### config.mk
export PLATFORM = sky130hd
export DESIGN_NAME = sorted_key_run_grouper_core
export DESIGN_NICKNAME = d
export VERILOG_FILES = /design/src/rtl/core/skrg_pkg.sv /design/src/rtl/core/skrg_front.sv /design/src/rtl/core/skrg_queue.sv /design/src/rtl/core/skrg_back.sv /design/src/rtl/core/sorted_key_run_grouper_core.sv
export VERILOG_INCLUDE_DIRS = /design/src /design/src/rtl/core
export SDC_FILE = /design/constraint.sdc
export NUM_CORES = 1
export LEC_CHECK = 0
export ABC_CLOCK_PERIOD_IN_PS = 46600
export BUFFER_PORTS_ARGS = -buffer_cell sky130_fd_sc_hd__buf_4
export CORE_MARGIN = 2
export CORE_UTILIZATION = 60
export DETAILED_ROUTE_END_ITERATION = 10
export HOLD_SLACK_MARGIN = 0.12
export PLACE_DENSITY = 0.8
export REMOVE_ABC_BUFFERS = 1
export SYNTH_ARGS = -nofsm -noshare
export SYNTH_HDL_FRONTEND = slang
export SYNTH_HIERARCHICAL = 1
export SYNTH_SLANG_ARGS = --single-unit
### constraint.sdc
create_clock -name i_clk -period 46.6 [get_ports i_clk]
set_clock_uncertainty 0.05 [all_clocks]
set_input_delay 4.66 -clock i_clk [delete_from_list [all_inputs] [get_ports i_clk]]
set_output_delay 4.66 -clock i_clk [all_outputs]
set_load 0.03 [all_outputs]
### src/rtl/core/sorted_key_run_grouper_core_defines.svh
// Shared assertion macros for the run grouper core.
`ifndef SORTED_KEY_RUN_GROUPER_CORE_DEFINES_SVH
`define SORTED_KEY_RUN_GROUPER_CORE_DEFINES_SVH

// Same-cycle implication, disabled while reset is asserted.
`define SKRG_ASSERT_NOW(label, clk, rst_n, ante, cons) \
    label: assert property (@(posedge clk) disable iff (!(rst_n)) (ante) |-> (cons)) \
        else $error("skrg check failed");

// Next-cycle implication, disabled while reset is asserted.
`define SKRG_ASSERT_NEXT(label, clk, rst_n, ante, cons) \
    label: assert property (@(posedge clk) disable iff (!(rst_n)) (ante) |=> (cons)) \
        else $error("skrg check failed");

`endif

### src/rtl/core/skrg_pkg.sv
package skrg_pkg;

    localparam int KEY_W           = 64;
    localparam int POS_W           = 32;
    localparam int CNT_W           = 32;
    localparam int COL_W           = 3;
    localparam int KIND_W          = 2;
    localparam int DEF_AUX_COLUMNS = 8;
    localparam int QUEUE_DEPTH     = 2;

    localparam logic [KIND_W-1:0] KIND_DICT   = 2'd0;
    localparam logic [KIND_W-1:0] KIND_AUX    = 2'd1;
    localparam logic [KIND_W-1:0] KIND_TOTALS = 2'd2;

    localparam logic [CNT_W-1:0] CNT_SAT = {CNT_W{1'b1}};

    typedef struct packed {
        logic [KEY_W-1:0] key;
        logic [POS_W-1:0] position;
        logic             final_item;
    } t_in_item;

    typedef struct packed {
        logic [KIND_W-1:0] kind;
        logic [KEY_W-1:0]  row_key;
        logic [POS_W-1:0]  row_value;
        logic              repeated;
        logic [CNT_W-1:0]  aux_index;
        logic [COL_W-1:0]  column;
        logic [CNT_W-1:0]  dict_rows_total;
        logic [CNT_W-1:0]  aux_rows_total;
        logic              end_of_results;
    } t_out_item;

    // Control part of one queued close command.
    typedef struct packed {
        logic [KEY_W-1:0] key;
        logic             overflow;
        logic             totals;
        logic             last;
    } t_cmd_hdr;

    function automatic logic [CNT_W-1:0] sat_inc(input logic [CNT_W-1:0] v);
        sat_inc = (v == CNT_SAT) ? v : v + CNT_W'(1);
    endfunction

endpackage

### src/rtl/core/skrg_front.sv
module skrg_front #(
    parameter int AUX_COLUMNS = skrg_pkg::DEF_AUX_COLUMNS
) (
    input  logic                                           i_clk,
    input  logic                                           i_rst_n,
    input  logic                                           i_in_valid,
    output logic                                           o_in_ready,
    input  skrg_pkg::t_in_item                             i_in_item,
    input  logic                                           i_q_full,
    output logic                                           o_push,
    output skrg_pkg::t_cmd_hdr                             o_hdr,
    output logic [$clog2(AUX_COLUMNS+1)-1:0]               o_len,
    output logic [AUX_COLUMNS-1:0][skrg_pkg::POS_W-1:0]    o_pos
);
    import skrg_pkg::*;

    localparam int LEN_W = $clog2(AUX_COLUMNS + 1);
    localparam int IDX_W = $clog2(AUX_COLUMNS);

    logic [KEY_W-1:0]                  r_held_key;
    logic                              r_held_valid;
    logic [AUX_COLUMNS-1:0][POS_W-1:0] r_pos;
    logic [LEN_W-1:0]                  r_len;
    logic                              r_ovf;
    logic                              r_fin_pend;

    logic accept;
    logic same_key;

    assign o_in_ready = !r_fin_pend && !i_q_full;
    assign accept     = i_in_valid && o_in_ready;
    assign same_key   = r_held_valid && (i_in_item.key == r_held_key);

    // The current run is always what gets queued: either the run closed by a
    // new key, or the run closed by the final beat once that beat is registered and the queue has room.
    assign o_push = (accept && !same_key && r_held_valid) || (r_fin_pend && !i_q_full);
    assign o_len  = r_len;
    assign o_pos  = r_pos;

    always_comb begin
        o_hdr          = '0;
        o_hdr.key      = r_held_key;
        o_hdr.overflow = r_ovf;
        o_hdr.totals   = r_fin_pend;
        o_hdr.last     = r_fin_pend || !i_in_item.final_item;
    end

    always_ff @(posedge i_clk) begin
        if (!i_rst_n) begin
            r_held_key   <= '0;
            r_held_valid <= 1'b0;
            r_len        <= '0;
            r_ovf        <= 1'b0;
            r_fin_pend   <= 1'b0;
        end else if (r_fin_pend) begin
            if (!i_q_full) begin
                r_held_valid <= 1'b0;
                r_len        <= '0;
                r_ovf        <= 1'b0;
                r_fin_pend   <= 1'b0;
            end
        end else if (accept) begin
            r_fin_pend <= i_in_item.final_item;
            if (same_key) begin
                if (r_len < LEN_W'(AUX_COLUMNS)) begin
                    r_pos[r_len[IDX_W-1:0]] <= i_in_item.position;
                    r_len                   <= r_len + LEN_W'(1);
                end else begin
                    r_ovf <= 1'b1;
                end
            end else begin
                r_held_key   <= i_in_item.key;
                r_held_valid <= 1'b1;
                r_pos[0]     <= i_in_item.position;
                r_len        <= LEN_W'(1);
                r_ovf        <= 1'b0;
            end
        end
    end

endmodule

### src/rtl/core/skrg_queue.sv
module skrg_queue #(
    parameter int AUX_COLUMNS = skrg_pkg::DEF_AUX_COLUMNS
) (
    input  logic                                           i_clk,
    input  logic                                           i_rst_n,
    input  logic                                           i_push,
    input  skrg_pkg::t_cmd_hdr                             i_hdr,
    input  logic [$clog2(AUX_COLUMNS+1)-1:0]               i_len,
    input  logic [AUX_COLUMNS-1:0][skrg_pkg::POS_W-1:0]    i_pos,
    output logic                                           o_full,
    input  logic                                           i_pop,
    output logic                                           o_valid,
    output skrg_pkg::t_cmd_hdr                             o_hdr,
    output logic [$clog2(AUX_COLUMNS+1)-1:0]               o_len,
    output logic [AUX_COLUMNS-1:0][skrg_pkg::POS_W-1:0]    o_pos
);
    import skrg_pkg::*;

    localparam int LEN_W = $clog2(AUX_COLUMNS + 1);
    localparam int PTR_W = (QUEUE_DEPTH > 1) ? $clog2(QUEUE_DEPTH) : 1;
    localparam int CNT_QW = $clog2(QUEUE_DEPTH + 1);

    t_cmd_hdr                          r_hdr [QUEUE_DEPTH];
    logic [LEN_W-1:0]                  r_len [QUEUE_DEPTH];
    logic [AUX_COLUMNS-1:0][POS_W-1:0] r_pos [QUEUE_DEPTH];
    logic [PTR_W-1:0]                  r_wr_ptr;
    logic [PTR_W-1:0]                  r_rd_ptr;
    logic [CNT_QW-1:0]                 r_count;

    logic do_push;
    logic do_pop;

    assign o_full  = (r_count == CNT_QW'(QUEUE_DEPTH));
    assign o_valid = (r_count != '0);
    assign do_push = i_push && !o_full;
    assign do_pop  = i_pop && o_valid;
    assign o_hdr   = r_hdr[r_rd_ptr];
    assign o_len   = r_len[r_rd_ptr];
    assign o_pos   = r_pos[r_rd_ptr];

    function automatic logic [PTR_W-1:0] ptr_inc(input logic [PTR_W-1:0] p);
        ptr_inc = (p == PTR_W'(QUEUE_DEPTH - 1)) ? '0 : p + PTR_W'(1);
    endfunction

    always_ff @(posedge i_clk) begin
        if (!i_rst_n) begin
            r_wr_ptr <= '0;
            r_rd_ptr <= '0;
            r_count  <= '0;
        end else begin
            if (do_push) begin
                r_hdr[r_wr_ptr] <= i_hdr;
                r_len[r_wr_ptr] <= i_len;
                r_pos[r_wr_ptr] <= i_pos;
                r_wr_ptr        <= ptr_inc(r_wr_ptr);
            end
            if (do_pop) begin
                r_rd_ptr <= ptr_inc(r_rd_ptr);
            end
            if (do_push && !do_pop) begin
                r_count <= r_count + CNT_QW'(1);
            end else if (do_pop && !do_push) begin
                r_count <= r_count - CNT_QW'(1);
            end
        end
    end

endmodule

### src/rtl/core/skrg_back.sv
module skrg_back #(
    parameter int AUX_COLUMNS = skrg_pkg::DEF_AUX_COLUMNS
) (
    input  logic                                           i_clk,
    input  logic                                           i_rst_n,
    input  logic [skrg_pkg::POS_W-1:0]                     i_marker,
    input  logic                                           i_q_valid,
    input  skrg_pkg::t_cmd_hdr                             i_hdr,
    input  logic [$clog2(AUX_COLUMNS+1)-1:0]               i_len,
    input  logic [AUX_COLUMNS-1:0][skrg_pkg::POS_W-1:0]    i_pos,
    output logic                                           o_pop,
    output logic                                           o_out_valid,
    input  logic                                           i_out_ready,
    output skrg_pkg::t_out_item                            o_out_item
);
    import skrg_pkg::*;

    localparam int LEN_W = $clog2(AUX_COLUMNS + 1);
    localparam int IDX_W = $clog2(AUX_COLUMNS);

    typedef enum logic [1:0] {
        S_ROW,
        S_AUX,
        S_TOT
    } t_state;

    t_state           r_state, n_state;
    logic [IDX_W-1:0] r_col, n_col;
    logic [CNT_W-1:0] r_dict_cnt, n_dict_cnt;
    logic [CNT_W-1:0] r_aux_cnt, n_aux_cnt;
    t_out_item        r_out, n_out;
    logic             r_out_valid, n_out_valid;

    logic out_free;
    logic unique_run;

    assign out_free    = !r_out_valid || i_out_ready;
    assign unique_run  = (i_len <= LEN_W'(1)) && !i_hdr.overflow;
    assign o_out_valid = r_out_valid;
    assign o_out_item  = r_out;

    always_comb begin
        n_state     = r_state;
        n_col       = r_col;
        n_dict_cnt  = r_dict_cnt;
        n_aux_cnt   = r_aux_cnt;
        n_out       = r_out;
        n_out_valid = r_out_valid && !i_out_ready;
        o_pop       = 1'b0;
        if (out_free && i_q_valid) begin
            n_out_valid = 1'b1;
            n_out       = '0;
            case (r_state)
                S_ROW: begin
                    n_out.kind     = KIND_DICT;
                    n_out.row_key  = i_hdr.key;
                    n_out.repeated = !unique_run;
                    n_dict_cnt     = sat_inc(r_dict_cnt);
                    if (unique_run) begin
                        n_out.row_value = i_pos[0];
                    end else if (i_hdr.overflow) begin
                        n_out.row_value = i_marker;
                    end else begin
                        n_out.row_value = r_aux_cnt;
                        n_col           = '0;
                        n_state         = S_AUX;
                    end
                    if (unique_run || i_hdr.overflow) begin
                        if (i_hdr.totals) begin
                            n_state = S_TOT;
                        end else begin
                            o_pop                = 1'b1;
                            n_out.end_of_results = i_hdr.last;
                        end
                    end
                end
                S_AUX: begin
                    n_out.kind      = KIND_AUX;
                    n_out.row_key   = i_hdr.key;
                    n_out.row_value = (LEN_W'(r_col) < i_len) ? i_pos[r_col] : '0;
                    n_out.repeated  = 1'b1;
                    n_out.aux_index = r_aux_cnt;
                    n_out.column    = COL_W'(r_col);
                    if (r_col == IDX_W'(AUX_COLUMNS - 1)) begin
                        n_aux_cnt = sat_inc(r_aux_cnt);
                        if (i_hdr.totals) begin
                            n_state = S_TOT;
                        end else begin
                            o_pop                = 1'b1;
                            n_out.end_of_results = i_hdr.last;
                            n_state              = S_ROW;
                        end
                    end else begin
                        n_col = r_col + IDX_W'(1);
                    end
                end
                S_TOT: begin
                    n_out.kind            = KIND_TOTALS;
                    n_out.dict_rows_total = r_dict_cnt;
                    n_out.aux_rows_total  = r_aux_cnt;
                    n_out.end_of_results  = i_hdr.last;
                    n_dict_cnt            = '0;
                    n_aux_cnt             = '0;
                    o_pop                 = 1'b1;
                    n_state               = S_ROW;
                end
                default: begin
                    n_out_valid = 1'b0;
                    n_state     = S_ROW;
                end
            endcase
        end
    end

    always_ff @(posedge i_clk) begin
        if (!i_rst_n) begin
            r_state     <= S_ROW;
            r_col       <= '0;
            r_dict_cnt  <= '0;
            r_aux_cnt   <= '0;
            r_out_valid <= 1'b0;
        end else begin
            r_state     <= n_state;
            r_col       <= n_col;
            r_dict_cnt  <= n_dict_cnt;
            r_aux_cnt   <= n_aux_cnt;
            r_out_valid <= n_out_valid;
        end
        r_out <= n_out;
    end

endmodule

### src/rtl/core/sorted_key_run_grouper_core.sv
// A run closed by a key change is queued as its closing beat is accepted; its row then passes
// through the queue entry and the output register. A run closed by a final beat first waits in r_fin_pend.
// Throughput: one item per cycle while the two-entry queue has room; a repeat run without overflow
// takes 1 + AUX_COLUMNS output beats, and a final beat holds the input until its run is queued.
// Reset is synchronous, active low: it clears the open run, counters and queue and sets the
// ambiguity marker to all ones; run position storage is not cleared.
module sorted_key_run_grouper_core #(
    parameter int AUX_COLUMNS = skrg_pkg::DEF_AUX_COLUMNS
) (
    input  logic                          i_clk,
    input  logic                          i_rst_n,
    input  logic                          i_in_valid,
    output logic                          o_in_ready,
    input  skrg_pkg::t_in_item            i_in_item,
    output logic                          o_out_valid,
    input  logic                          i_out_ready,
    output skrg_pkg::t_out_item           o_out_item,
    input  logic                          i_cfg_wr_en,
    input  logic [skrg_pkg::POS_W-1:0]    i_cfg_wr_data
);
    import skrg_pkg::*;

    `include "sorted_key_run_grouper_core_defines.svh"

    localparam int LEN_W = $clog2(AUX_COLUMNS + 1);

    logic [POS_W-1:0]                  r_ambiguous_marker;
    logic                              w_push;
    logic                              w_full;
    logic                              w_pop;
    logic                              w_q_valid;
    t_cmd_hdr                          w_front_hdr;
    t_cmd_hdr                          w_head_hdr;
    logic [LEN_W-1:0]                  w_front_len;
    logic [LEN_W-1:0]                  w_head_len;
    logic [AUX_COLUMNS-1:0][POS_W-1:0] w_front_pos;
    logic [AUX_COLUMNS-1:0][POS_W-1:0] w_head_pos;

    always_ff @(posedge i_clk) begin
        if (!i_rst_n) begin
            r_ambiguous_marker <= '1;
        end else if (i_cfg_wr_en) begin
            r_ambiguous_marker <= i_cfg_wr_data;
        end
    end

    skrg_front #(
        .AUX_COLUMNS (AUX_COLUMNS)
    ) u_front (
        .i_clk      (i_clk),
        .i_rst_n    (i_rst_n),
        .i_in_valid (i_in_valid),
        .o_in_ready (o_in_ready),
        .i_in_item  (i_in_item),
        .i_q_full   (w_full),
        .o_push     (w_push),
        .o_hdr      (w_front_hdr),
        .o_len      (w_front_len),
        .o_pos      (w_front_pos)
    );

    skrg_queue #(
        .AUX_COLUMNS (AUX_COLUMNS)
    ) u_queue (
        .i_clk   (i_clk),
        .i_rst_n (i_rst_n),
        .i_push  (w_push),
        .i_hdr   (w_front_hdr),
        .i_len   (w_front_len),
        .i_pos   (w_front_pos),
        .o_full  (w_full),
        .i_pop   (w_pop),
        .o_valid (w_q_valid),
        .o_hdr   (w_head_hdr),
        .o_len   (w_head_len),
        .o_pos   (w_head_pos)
    );

    skrg_back #(
        .AUX_COLUMNS (AUX_COLUMNS)
    ) u_back (
        .i_clk       (i_clk),
        .i_rst_n     (i_rst_n),
        .i_marker    (r_ambiguous_marker),
        .i_q_valid   (w_q_valid),
        .i_hdr       (w_head_hdr),
        .i_len       (w_head_len),
        .i_pos       (w_head_pos),
        .o_pop       (w_pop),
        .o_out_valid (o_out_valid),
        .i_out_ready (i_out_ready),
        .o_out_item  (o_out_item)
    );

    // A closed run must never be offered to a full queue, or it is lost.
    `SKRG_ASSERT_NOW(a_push_not_full, i_clk, i_rst_n, w_push, !w_full)
    // Totals always end the results of the final beat.
    `SKRG_ASSERT_NOW(a_totals_last, i_clk, i_rst_n,
        o_out_valid && (o_out_item.kind == KIND_TOTALS), o_out_item.end_of_results)
    // Auxiliary entries are always marked repeated and never carry totals.
    `SKRG_ASSERT_NOW(a_aux_repeated, i_clk, i_rst_n,
        o_out_valid && (o_out_item.kind == KIND_AUX),
        o_out_item.repeated && (o_out_item.dict_rows_total == '0))

endmodule

# After elaboration in Yosys (flattened, before gate mapping)
# Memory sizes are Yosys's and may differ from the RTL's. A register that Yosys moved wholly into a read port is not among the register bits.
# Index checks and enable logic that the tools add are counted.
[totals]
register_bits = 632
output_inout_bits = 201
rom_bits = 0
inputBits = 134
ramBits = 654
latch_bits = 0
memories = 3
[op_classes]
n_div = 0
n_addsub = 8
shift = 0
n_eq_ne = 18
mul = 0
n_reduce_logical = 46
n_mux = 68
n_lt_le_gt_ge = 6
n_bitwise = 2
[memory_table]
columns = ["name", "words", "word_bits", "rd", "rd_ports_with_merged_regs", "wr", "line_no", "rtl"]
rows = [
  ["u_queue.r_pos", 2, 256, 1, 1, 1, "skrg_queue.sv:25", "logic [AUX_COLUMNS-1:0][POS_W-1:0] r_pos [QUEUE_DEPTH];"],
  ["u_queue.r_hdr", 2, 67, 1, 1, 1, "skrg_queue.sv:23", "t_cmd_hdr r_hdr [QUEUE_DEPTH];"],
  ["u_queue.r_len", 2, 4, 1, 1, 1, "skrg_queue.sv:24", "logic [LEN_W-1:0] r_len [QUEUE_DEPTH];"],
]
[ops]
columns = ["op", "count"]
rows = [
  ["$mux W32", 10],
  ["$bwmux W256", 1],
  ["$pmux W97 S2", 1],
  ["$pmux W32 S2", 2],
  ["$bmux W32 S3", 1],
  ["$demux W32 S3", 1],
  ["$add A32 B1 Y32 const B", 2],
  ["$eq A32 B32 Y1 const B", 2],
  ["$eq A64 B64 Y1", 1],
  ["$mux W1", 31],
  ["$mux W4", 5],
  ["$mux W2", 8],
  ["$reduce_and A3 Y1", 5],
  ["$logic_and A1 B1 Y1", 14],
  ["$ne A2 B2 Y1 const B", 7],
  ["$reduce_bool A2 Y1", 6],
  ["$logic_not A1 Y1", 10],
  ["$reduce_and A5 Y1", 2],
  ["$mux W3", 3],
  ["$lt A3 B4 Y1 const B", 2],
  ["$pmux W2 S2", 2],
  ["$reduce_and A4 Y1", 2],
  ["$ne A3 B2 Y1 const B", 2],
  ["$pmux W1 S3", 2],
  ["other kinds (19)", 26],
]

# Logic depth before layout (Yosys ltp)
# Gate-level depths: netlist of the first run.
[logic_depth]
word_depth = 12
ltp_mapped = 14

# By module
# The synthesis of the first run kept the hierarchy.
[by_module_without_submodules]
columns = ["mod", "cells_per_inst", "n_inst", "seq_area_each_um2", "area_each_um2"]
rows = [
  ["skrg_queue", 1042, 1, 19738.9, 23924.2],
  ["skrg_back", 1114, 1, 7377.1, 13658.1],
  ["skrg_front", 737, 1, 9108.7, 11458.5],
  ["sorted_key_run_grouper_core", 103, 1, 640.6, 1148.6],
]

# Worst setup path after synthesis of the first run
# No wires, ideal clock.
[synth_path]
kind = "input port to flip-flop"
start = "input i_in_item[33] in the netlist's numbering"
end = "memory u_queue/r_hdr[0][0] in the netlist's numbering, enable pin"
required_time_ps = 44619
setup_time_ps = 1931
stages = 10
path_slack_ps = 5809
path_buffers = 2
t_arrival_ps = 38810
cell_sequence = "xor2_1 a211o_1 nor4_1 nand4b_1 o21ai_2 buf_4 buf_4 o22ai_1 inv_1 nor4b_1"
[synth_via]
elab_chain_len = 10
[synth_lines]
columns = ["element", "line_no", "rtl"]
rows = [
  ["from (decl)", "sorted_key_run_grouper_core.sv:14", "input skrg_pkg::t_in_item i_in_item,"],
  ["$eq A64 B64 Y1", "skrg_front.sv:32", "assign same_key = r_held_valid && (i_in_item.key == r_held_key);"],
  ["$logic_and A1 B1 Y1", "skrg_front.sv:32", ""],
  ["$logic_not A1 Y1", "skrg_front.sv:36", "assign o_push = (accept && !same_key && r_held_valid) || (r_fin_pend && !i_q_full);"],
  ["$logic_and A1 B1 Y1 (2 in series)", "skrg_front.sv:36", ""],
  ["$logic_or A1 B1 Y1", "skrg_front.sv:36", ""],
  ["via w_push", "sorted_key_run_grouper_core.sv:28", "logic w_push;"],
  ["$logic_and A1 B1 Y1", "skrg_queue.sv:35", "assign do_push = i_push && !o_full;"],
  ["$mux W1", "skrg_queue.sv:51", "if (do_push) begin"],
  ["$mux W1", "skrg_queue.sv:46", "if (!i_rst_n) begin"],
  ["$mux W1 (implied by the code)", "skrg_queue.sv:52", "r_hdr[r_wr_ptr] <= i_hdr;"],
  ["to (decl)", "skrg_queue.sv:23", ""],
]
# The timed path passes the listed nets, and every way through them passes these cells.

# Worst setup path in the final report of the first run
[layout_path]
start = "input i_in_item[79] in the netlist's numbering"
end = "memory u_queue/r_pos[1][55] in the netlist's numbering, enable pin"
[layout_via]
elab_chain_len = 10
[layout_lines]
columns = ["element", "line_no", "rtl"]
rows = [
  ["$eq A64 B64 Y1", "skrg_front.sv:32", ""],
  ["$logic_and A1 B1 Y1", "skrg_front.sv:32", ""],
  ["$logic_not A1 Y1", "skrg_front.sv:36", ""],
  ["$logic_and A1 B1 Y1 (2 in series)", "skrg_front.sv:36", ""],
  ["$logic_or A1 B1 Y1", "skrg_front.sv:36", ""],
  ["via w_push", "sorted_key_run_grouper_core.sv:28", ""],
  ["$logic_and A1 B1 Y1", "skrg_queue.sv:35", ""],
  ["via u_queue.do_push", "skrg_queue.sv:30", "logic do_push;"],
  ["$mux W1", "skrg_queue.sv:51", ""],
  ["$mux W1", "skrg_queue.sv:46", ""],
  ["$mux W1 (implied by the code)", "skrg_queue.sv:54", "r_pos[r_wr_ptr] <= i_pos;"],
  ["to (decl)", "skrg_queue.sv:25", ""],
]
# The timed path passes the listed nets, and every way through them passes these cells.

==> metrics.txt, run 1 <==
Most Crowded Layer GR=met2; CP most frequent cell=buf_4; DRC=0; clk slew on worst S/H paths=60 ps; Hold Path Origin=u_front/o_pos[163]; top post-synthesis cells by area=edfxtp_1 66%, dfxtp_1 7.1%, mux2_2 6.7%; grt ovf=0; Power, Total=3.057 mW; Global Route met1 Usage=31.90%; critical path peak fanout=78; final hold viol count=0; most common cell in the netlist=edfxtp_1; Wirelength per Cell=24.02 um; die width=293.2 um; Starting DRT DRC Count=2,324; GR Util met3=4.349%; IO Count=335; Crit path buffers/inverters=4; CP max-delay cell=buf_4; Power Dens Cells=53.05 nW/um^2; status=finished, final reports clean; Max Clock Freq=0.1175 GHz; main flop type after synthesis=edfxtp_1; M2 GR Usage=43.21%; Synth Register Bits=1,287; clock share of power=31.9%; hpwl dp=66.13 mm; Worst EP required=46,850 ps; sw frac=28.53%; Sequential Power Share=48.4%; fin crit period=8512 ps; Worst Setup Path Type=in2reg; Buffers on Ports=334; Worst slew margin=7.624%; H-tree depth=3; Synth area leader=edfxtp_1; final setup vio count=0; Die Area=85,980 um^2; sequential share of the synthesized area=73.45%; Post-CTS Setup Inserts=0; crit end category=flop; Post-Syn Instances=2,996; Synth top cells by count=1,109 x edfxtp_1, 298 x mux2_2, 178 x dfxtp_1, 139 x nand2_1, 104 x and2_1; core footprint=83,290 um^2; root buffer cell=clkbuf_16; Post-DRT Antenna Nets=0; total CTS buffers=120; drt pass-1 iters=6; first-pass GRT wire length=161.5 mm; Vias/cell=5.992; Yosys cell types=75; Tightest Pin Transition=1351 ps; final setup TNS=0 ps; Post-synth EDFFs=1,109; initial antenna violation count=7; Worst Path Arrival=8760 ps; Worst Hold Class=reg2reg; clk_lat worst skew=690 ps; YS warnings=6; pin count of the biggest net entering global routing=171; Final Cycle Share=18.27%; # nets final=3,469; max cap viols=0; combinational share of power=19.7%; CTS Buffer Depth=3; LEAKAGE=19.36 nW; wirelength, routed=108.4 mm; share of cells above drive strength 1=28.92%; Worst setup SP type=primary input; mapped cell area=50,190 um^2; global placement routability congestion=0.8531; post-synthesis average cell area=16.75 um^2; CTS tree=built; Max Slew Vio Count=0; CP top delay family=buffers and inverters; Die Span Y=293.2 um; Crit path largest cell delay=960 ps; Area Overhead vs Synth=14.82%; vias in the first global route=27,658; clk sinks=1,287; fin util=69.19%; CTS Hold Bufs=0; Int Pwr=2.185 mW; Synth async-reset ratio=0%; maximum VDD drop=39.25 uV; Initial Util=60.26%; Resized cells post-CTS=0; Switching Power=872.1 uW; RSZ-0062 raised after global routing=false; CP startpoint=i_in_item[79]; CP Cell Sequence=buf_4, nor2b_1, a221o_1, nand4b_1, o21ai_4, o22ai_1, inv_1, nor2_1, and3_4, buf_4, buf_4; Row Count=106; Via Count=27,049; Total GRT Usage=24.92%; share of the synthesized area in the top cell type=66.35%
worst reg2reg max path, delay by kind of cell (launching register included):
| kind | cells | cell delay [ps] |
|---|---|---|
| buf+inv | 3 | 2850 |
| mux | 3 | 1170 |
| flops | 1 | 860 |
| compound gates | 1 | 120 |
per-layer routing:
layer,share of wire (%),vias to the layer above
met5,0.015,-
met4,3.0,2
met2,51,1079
li1,-,12088
met1,39,13671
met3,7.0,209
placed cells by master, fill, tap and decap left out, types with 7 or more instances in the layout:
master	synthesis	routed
clkbuf_16	0	123
a32o_1	7	7
edfxtp_1	1109	1109
and3_1	22	21
clkinvlp_4	0	8
clkbuf_1	82	26
clkinv_1	3	19
mux2_4	30	31
xnor2_1	68	68
clkinv_2	0	32
nand4_1	36	36
mux2_2	298	297
nand2_1	139	139
nor2b_1	102	102
nor2_4	0	7
nor4_1	16	16
nand2b_1	11	11
xor2_1	18	18
inv_1	19	18
o21ai_1	57	56
o22ai_1	37	37
and2_1	104	104
nor2_1	95	88
nor3_1	19	19
nand3_1	92	92
dfxtp_1	178	174
o31ai_1	9	9
buf_4	33	367
a21oi_1	57	57
mux2i_1	98	98
o21ai_0	28	28
mux4_2	64	64
ha_1	12	10
bufinv_16	0	12
and4_1	8	8
nand4b_1	7	7
path summary, 6_finish.rpt:
path                                               end  slack [ps]  cells past startpoint
worst min-delay path             u_queue/r_pos[0][163]         380                      0
worst min register to register   u_queue/r_pos[0][163]         380                      0
worst max-delay path              u_queue/r_pos[1][55]       38090                     11
worst max register to register  u_back/o_out_item[132]       41260                      7
logic make-up (layout without fill, tap and decap cells):
family | count (synthesis) | in the layout | share of synthesized area (%)
buffers and inverters | 186 | 620 | 1.862
AO/OA/AOI/OAI | 245 | 245 | 3.021
other | 0 | 4 | 0
XOR/XNOR | 86 | 86 | 1.501
AND/OR/NAND/NOR | 690 | 690 | 7.454
flip-flops | 1287 | 1287 | 73.45
multiplexers | 490 | 490 | 12.41
adder cells (fa/ha/maj) | 12 | 12 | 0.2991
per-stage QoR:
step | cells | hold slack (ps) | cell area, um^2 | setup WS (ps)
after floorplan | 2832 | 371.5 | 49340 | 5090
after global placement | 4281 | 371.8 | 53630 | 37670
after detailed placement | 4281 | 379.1 | 53630 | 37470
after CTS | 4510 | 374.3 | 57620 | 38140
after global routing | 4511 | 389.5 | 57620 | 37900
final | 4514 | 379.1 | 57630 | 38090
layout make-up:
class | count | area, um^2
Timing Repair Buffer | 369 | 2786
Sequential cell | 1287 | 36880
Antenna cell | 4 | 10.01
Fill cell | 5108 | 25660
Clock buffer | 155 | 3258
Tap cell | 1080 | 1351
Multi-Input combinational cell | 1523 | 12520
Inverter | 22 | 90.09
Clock inverter | 74 | 732.0
registers in the layout (all words and copies together) (netlist names), named ones only:
name                  count
u_back/o_out_item       199
u_front/r_held_key       64
u_queue/r_pos           512
u_queue/r_rd_ptr          1
u_queue/r_wr_ptr          1
u_queue/r_hdr           134
u_back/r_col              3
u_front/r_held_valid      1
u_front/r_fin_pend        1
u_queue/r_len             8
r_ambiguous_marker       32
u_front/r_ovf             1
u_front/o_pos           256
u_back/r_dict_cnt        32
u_back/r_state            2
u_back/r_aux_cnt         32
u_queue/r_count           2
u_back/o_out_valid        1
u_front/o_len             4
power by group through the flow:
stage               Sequential (mW)  Combinational [mW]  Clock [mW]
global placement               1.50               0.590           0
finish                         1.48               0.603       0.974
CTS                            1.48               0.607       0.988
floorplan                      1.71               0.228           0
global route                   1.49               0.636        1.03
detailed placement             1.50               0.604           0
Power figures use the tool's default switching activity.
==> inputs of run 2 (changes only) <==
--- a/config.mk
+++ b/config.mk
@@ -6,13 +6,14 @@
 export SDC_FILE = /design/constraint.sdc
 export NUM_CORES = 1
 export LEC_CHECK = 0
-export ABC_CLOCK_PERIOD_IN_PS = 46600
+export ABC_AREA = 1
+export ABC_CLOCK_PERIOD_IN_PS = 7340
 export BUFFER_PORTS_ARGS = -buffer_cell sky130_fd_sc_hd__buf_4
 export CORE_MARGIN = 2
-export CORE_UTILIZATION = 60
+export CORE_UTILIZATION = 55
 export DETAILED_ROUTE_END_ITERATION = 10
 export HOLD_SLACK_MARGIN = 0.12
-export PLACE_DENSITY = 0.8
+export PLACE_DENSITY = 0.77
 export REMOVE_ABC_BUFFERS = 1
 export SYNTH_ARGS = -nofsm -noshare
 export SYNTH_HDL_FRONTEND = slang
==> constraint.sdc (replaced) <==
create_clock -name i_clk -period 7.34 [get_ports i_clk]
set_clock_uncertainty 0.05 [all_clocks]
set_input_delay 0.734 -clock i_clk [delete_from_list [all_inputs] [get_ports i_clk]]
set_output_delay 0.734 -clock i_clk [all_outputs]
set_load 0.03 [all_outputs]
==> metrics.txt, run 2 <==
Wirelength per Cell=22.09 um; IO Count=335; Die Span Y=312.7 um; Sequential Power Share=47.8%; CP top delay family=buffers and inverters; pin count of the biggest net entering global routing=149; max cap viols=0; most frequent cells in the layout=1,109 x edfxtp_1, 903 x nand2_1, 439 x nor2_1; Yosys cell types=47; initial antenna violation count=11; hpwl dp=81.30 mm; Tightest Pin Transition=1151 ps; Post-DRT Antenna Nets=0; Synth top cells by count=1,109 x edfxtp_1, 903 x nand2_1, 449 x nor2_1, 413 x inv_1, 297 x mux2_2; CP Cell Sequence=buf_4, buf_4, mux2_2, o21ai_0, o22ai_1, nand2_1, o21ai_0, nand2_1, nand2_1; grt ovf=0; LEAKAGE=22.60 nW; Vias/cell=5.591; most common cell in the netlist=edfxtp_1; global placement routability congestion=0.9026; Final Cell Area=60,250 um^2; Final Cycle Share=55.03%; first-pass GRT wire length=193.3 mm; sw frac=28.63%; CTS Hold Bufs=1; Power Dens Cells=313.7 nW/um^2; CTS Buffer Depth=3; Synth Register Bits=1,287; final setup TNS=0 ps; Synth area leader=edfxtp_1; YS warnings=6; share of the synthesized area in the top cell type=63.54%; RSZ-0062 raised after global routing=false; Worst setup SP type=flop; Total GRT Usage=26.26%; Resized cells post-CTS=0; final setup vio count=0; H-tree depth=4; Worst EP required=7790 ps; combinational share of power=17.7%; post-synthesis average cell area=12.39 um^2; mapped cell area=52,410 um^2; fin crit period=4039 ps; status=finished, final reports clean; Starting DRT DRC Count=3,326; drt pass-1 iters=5; maximum VDD drop=222.3 uV; top post-synthesis cells by area=edfxtp_1 64%, dfxtp_1 6.8%, nand2_1 6.5%; Via Count=33,153; Worst slew margin=23.27%; critical path peak fanout=58; Worst Setup Path Type=reg2reg; fin util=63.60%; total CTS buffers=131; Synth async-reset ratio=0%; Reg with most FFs=u_queue/r_pos; Initial Util=55.33%; Worst Path Arrival=4490 ps; Row Count=113; die width=312.7 um; main flop type after synthesis=edfxtp_1; Switching Power=5.411 mW; share of cells above drive strength 1=21.63%; Post-synth EDFFs=1,109; clk sinks=1,287; Int Pwr=13.49 mW; core footprint=94,730 um^2; Post-CTS Setup Inserts=0; CP most frequent cell=nand2_1; clk_lat worst skew=750 ps; dpl cell area=56,000 um^2; root buffer cell=clkbuf_16; vias in the first global route=31,970; crit end category=flop; CTS tree=built; final hold viol count=0; sequential share of the synthesized area=70.34%; Max Slew Vio Count=0; number of flip-flops in the largest register=512; Power, Total=18.90 mW; Die Area=97,780 um^2; Worst Hold Class=in2reg; wirelength, routed=131.0 mm; # nets final=4,704; Area Overhead vs Synth=14.96%; Max Clock Freq=0.2476 GHz; Buffers on Ports=334; DRC=0; CP max-delay cell=buf_4; Crit path largest cell delay=810 ps; Crit path buffers/inverters=2; clk slew on worst S/H paths=60 ps; Post-Syn Instances=4,230; most common cell after layout, fill and taps aside=edfxtp_1; clock share of power=34.5%
==> run 2: layout make-up <==
cell class / instances / area [um^2]
flip-flops and latches: 1287 / 36870
fillers: 6952 / 34480
diodes: 4 / 10.01
repair buffers: 373 / 2865
clock inverters: 68 / 665.6
well taps: 1265 / 1583
multi-input cells: 2337 / 13070
clock buffers: 168 / 3562
inverters: 428 / 1622
==> run 2: worst paths after layout <==
kind / from / to / slack, ps / depth (start not counted)
max: flop / u_back/o_out_item[130] / 3300 / 9
max reg2reg: flop / u_back/o_out_item[130] / 3300 / 9
min: i_cfg_wr_data[19] / r_ambiguous_marker[19] / 160 / 3
min reg2reg: u_front/o_pos[236] / u_queue/r_pos[1][236] / 370 / 0
==> run 2: worst register-to-register path: stages, from the launching register on <==
cell,delay [ps]
dfxtp_4,720
buf_4,770
buf_4,880
mux2_2,500
o21ai_0,230
o22ai_1,110
nand2_1,80
o21ai_0,250
nand2_1,160
nand2_1,70
==> run 2: per-stage QoR <==
| step | hold slack [ps] | worst slack, ps | cells |
|---|---|---|---|
| after floorplan | 370.3 | -17840 | 4052 |
| after global placement | 371.6 | 3320 | 5689 |
| after detailed placement | 379.6 | 3213 | 5689 |
| after CTS | 121.0 | 3379 | 5926 |
| after global routing | 141.0 | 3128 | 5929 |
| final | 159.4 | 3301 | 5930 |
==> run 2: kinds of logic (layout without fill, tap and decap cells) <==
logic type               count (synthesis)  in the layout  share of synthesized area [%]
adder cells (fa/ha/maj)                 12             12                         0.2865
buffers and inverters                  606           1037                          4.965
other                                    0              4                              0
flip-flops                            1287           1287                          70.34
multiplexers                           327            327                          7.240
AND/OR/NAND/NOR                       1563           1563                          12.08
AO/OA/AOI/OAI                          416            416                          4.772
XOR/XNOR                                19             19                         0.3175
==> run 2: layer usage <==
metal  vias to the layer above  global-route usage (%)  wire length (um)
met1                     16251                   35.60             53090
met4                        14                   8.917              3688
li1                      15181                       -                 -
met2                      1457                   42.66             63370
met3                       250                   5.346             10760
met5                         -                       0                93
==> run 2: power groups by stage <==
stage	sequential (mW)	clock, mW	combinational (mW)
after floorplan	9.97	0	1.40
final	9.03	6.53	3.34
after global routing	9.09	6.88	3.55
after CTS	9.04	6.62	3.35
after global placement	9.16	0	3.29
after detailed placement	9.19	0	3.32
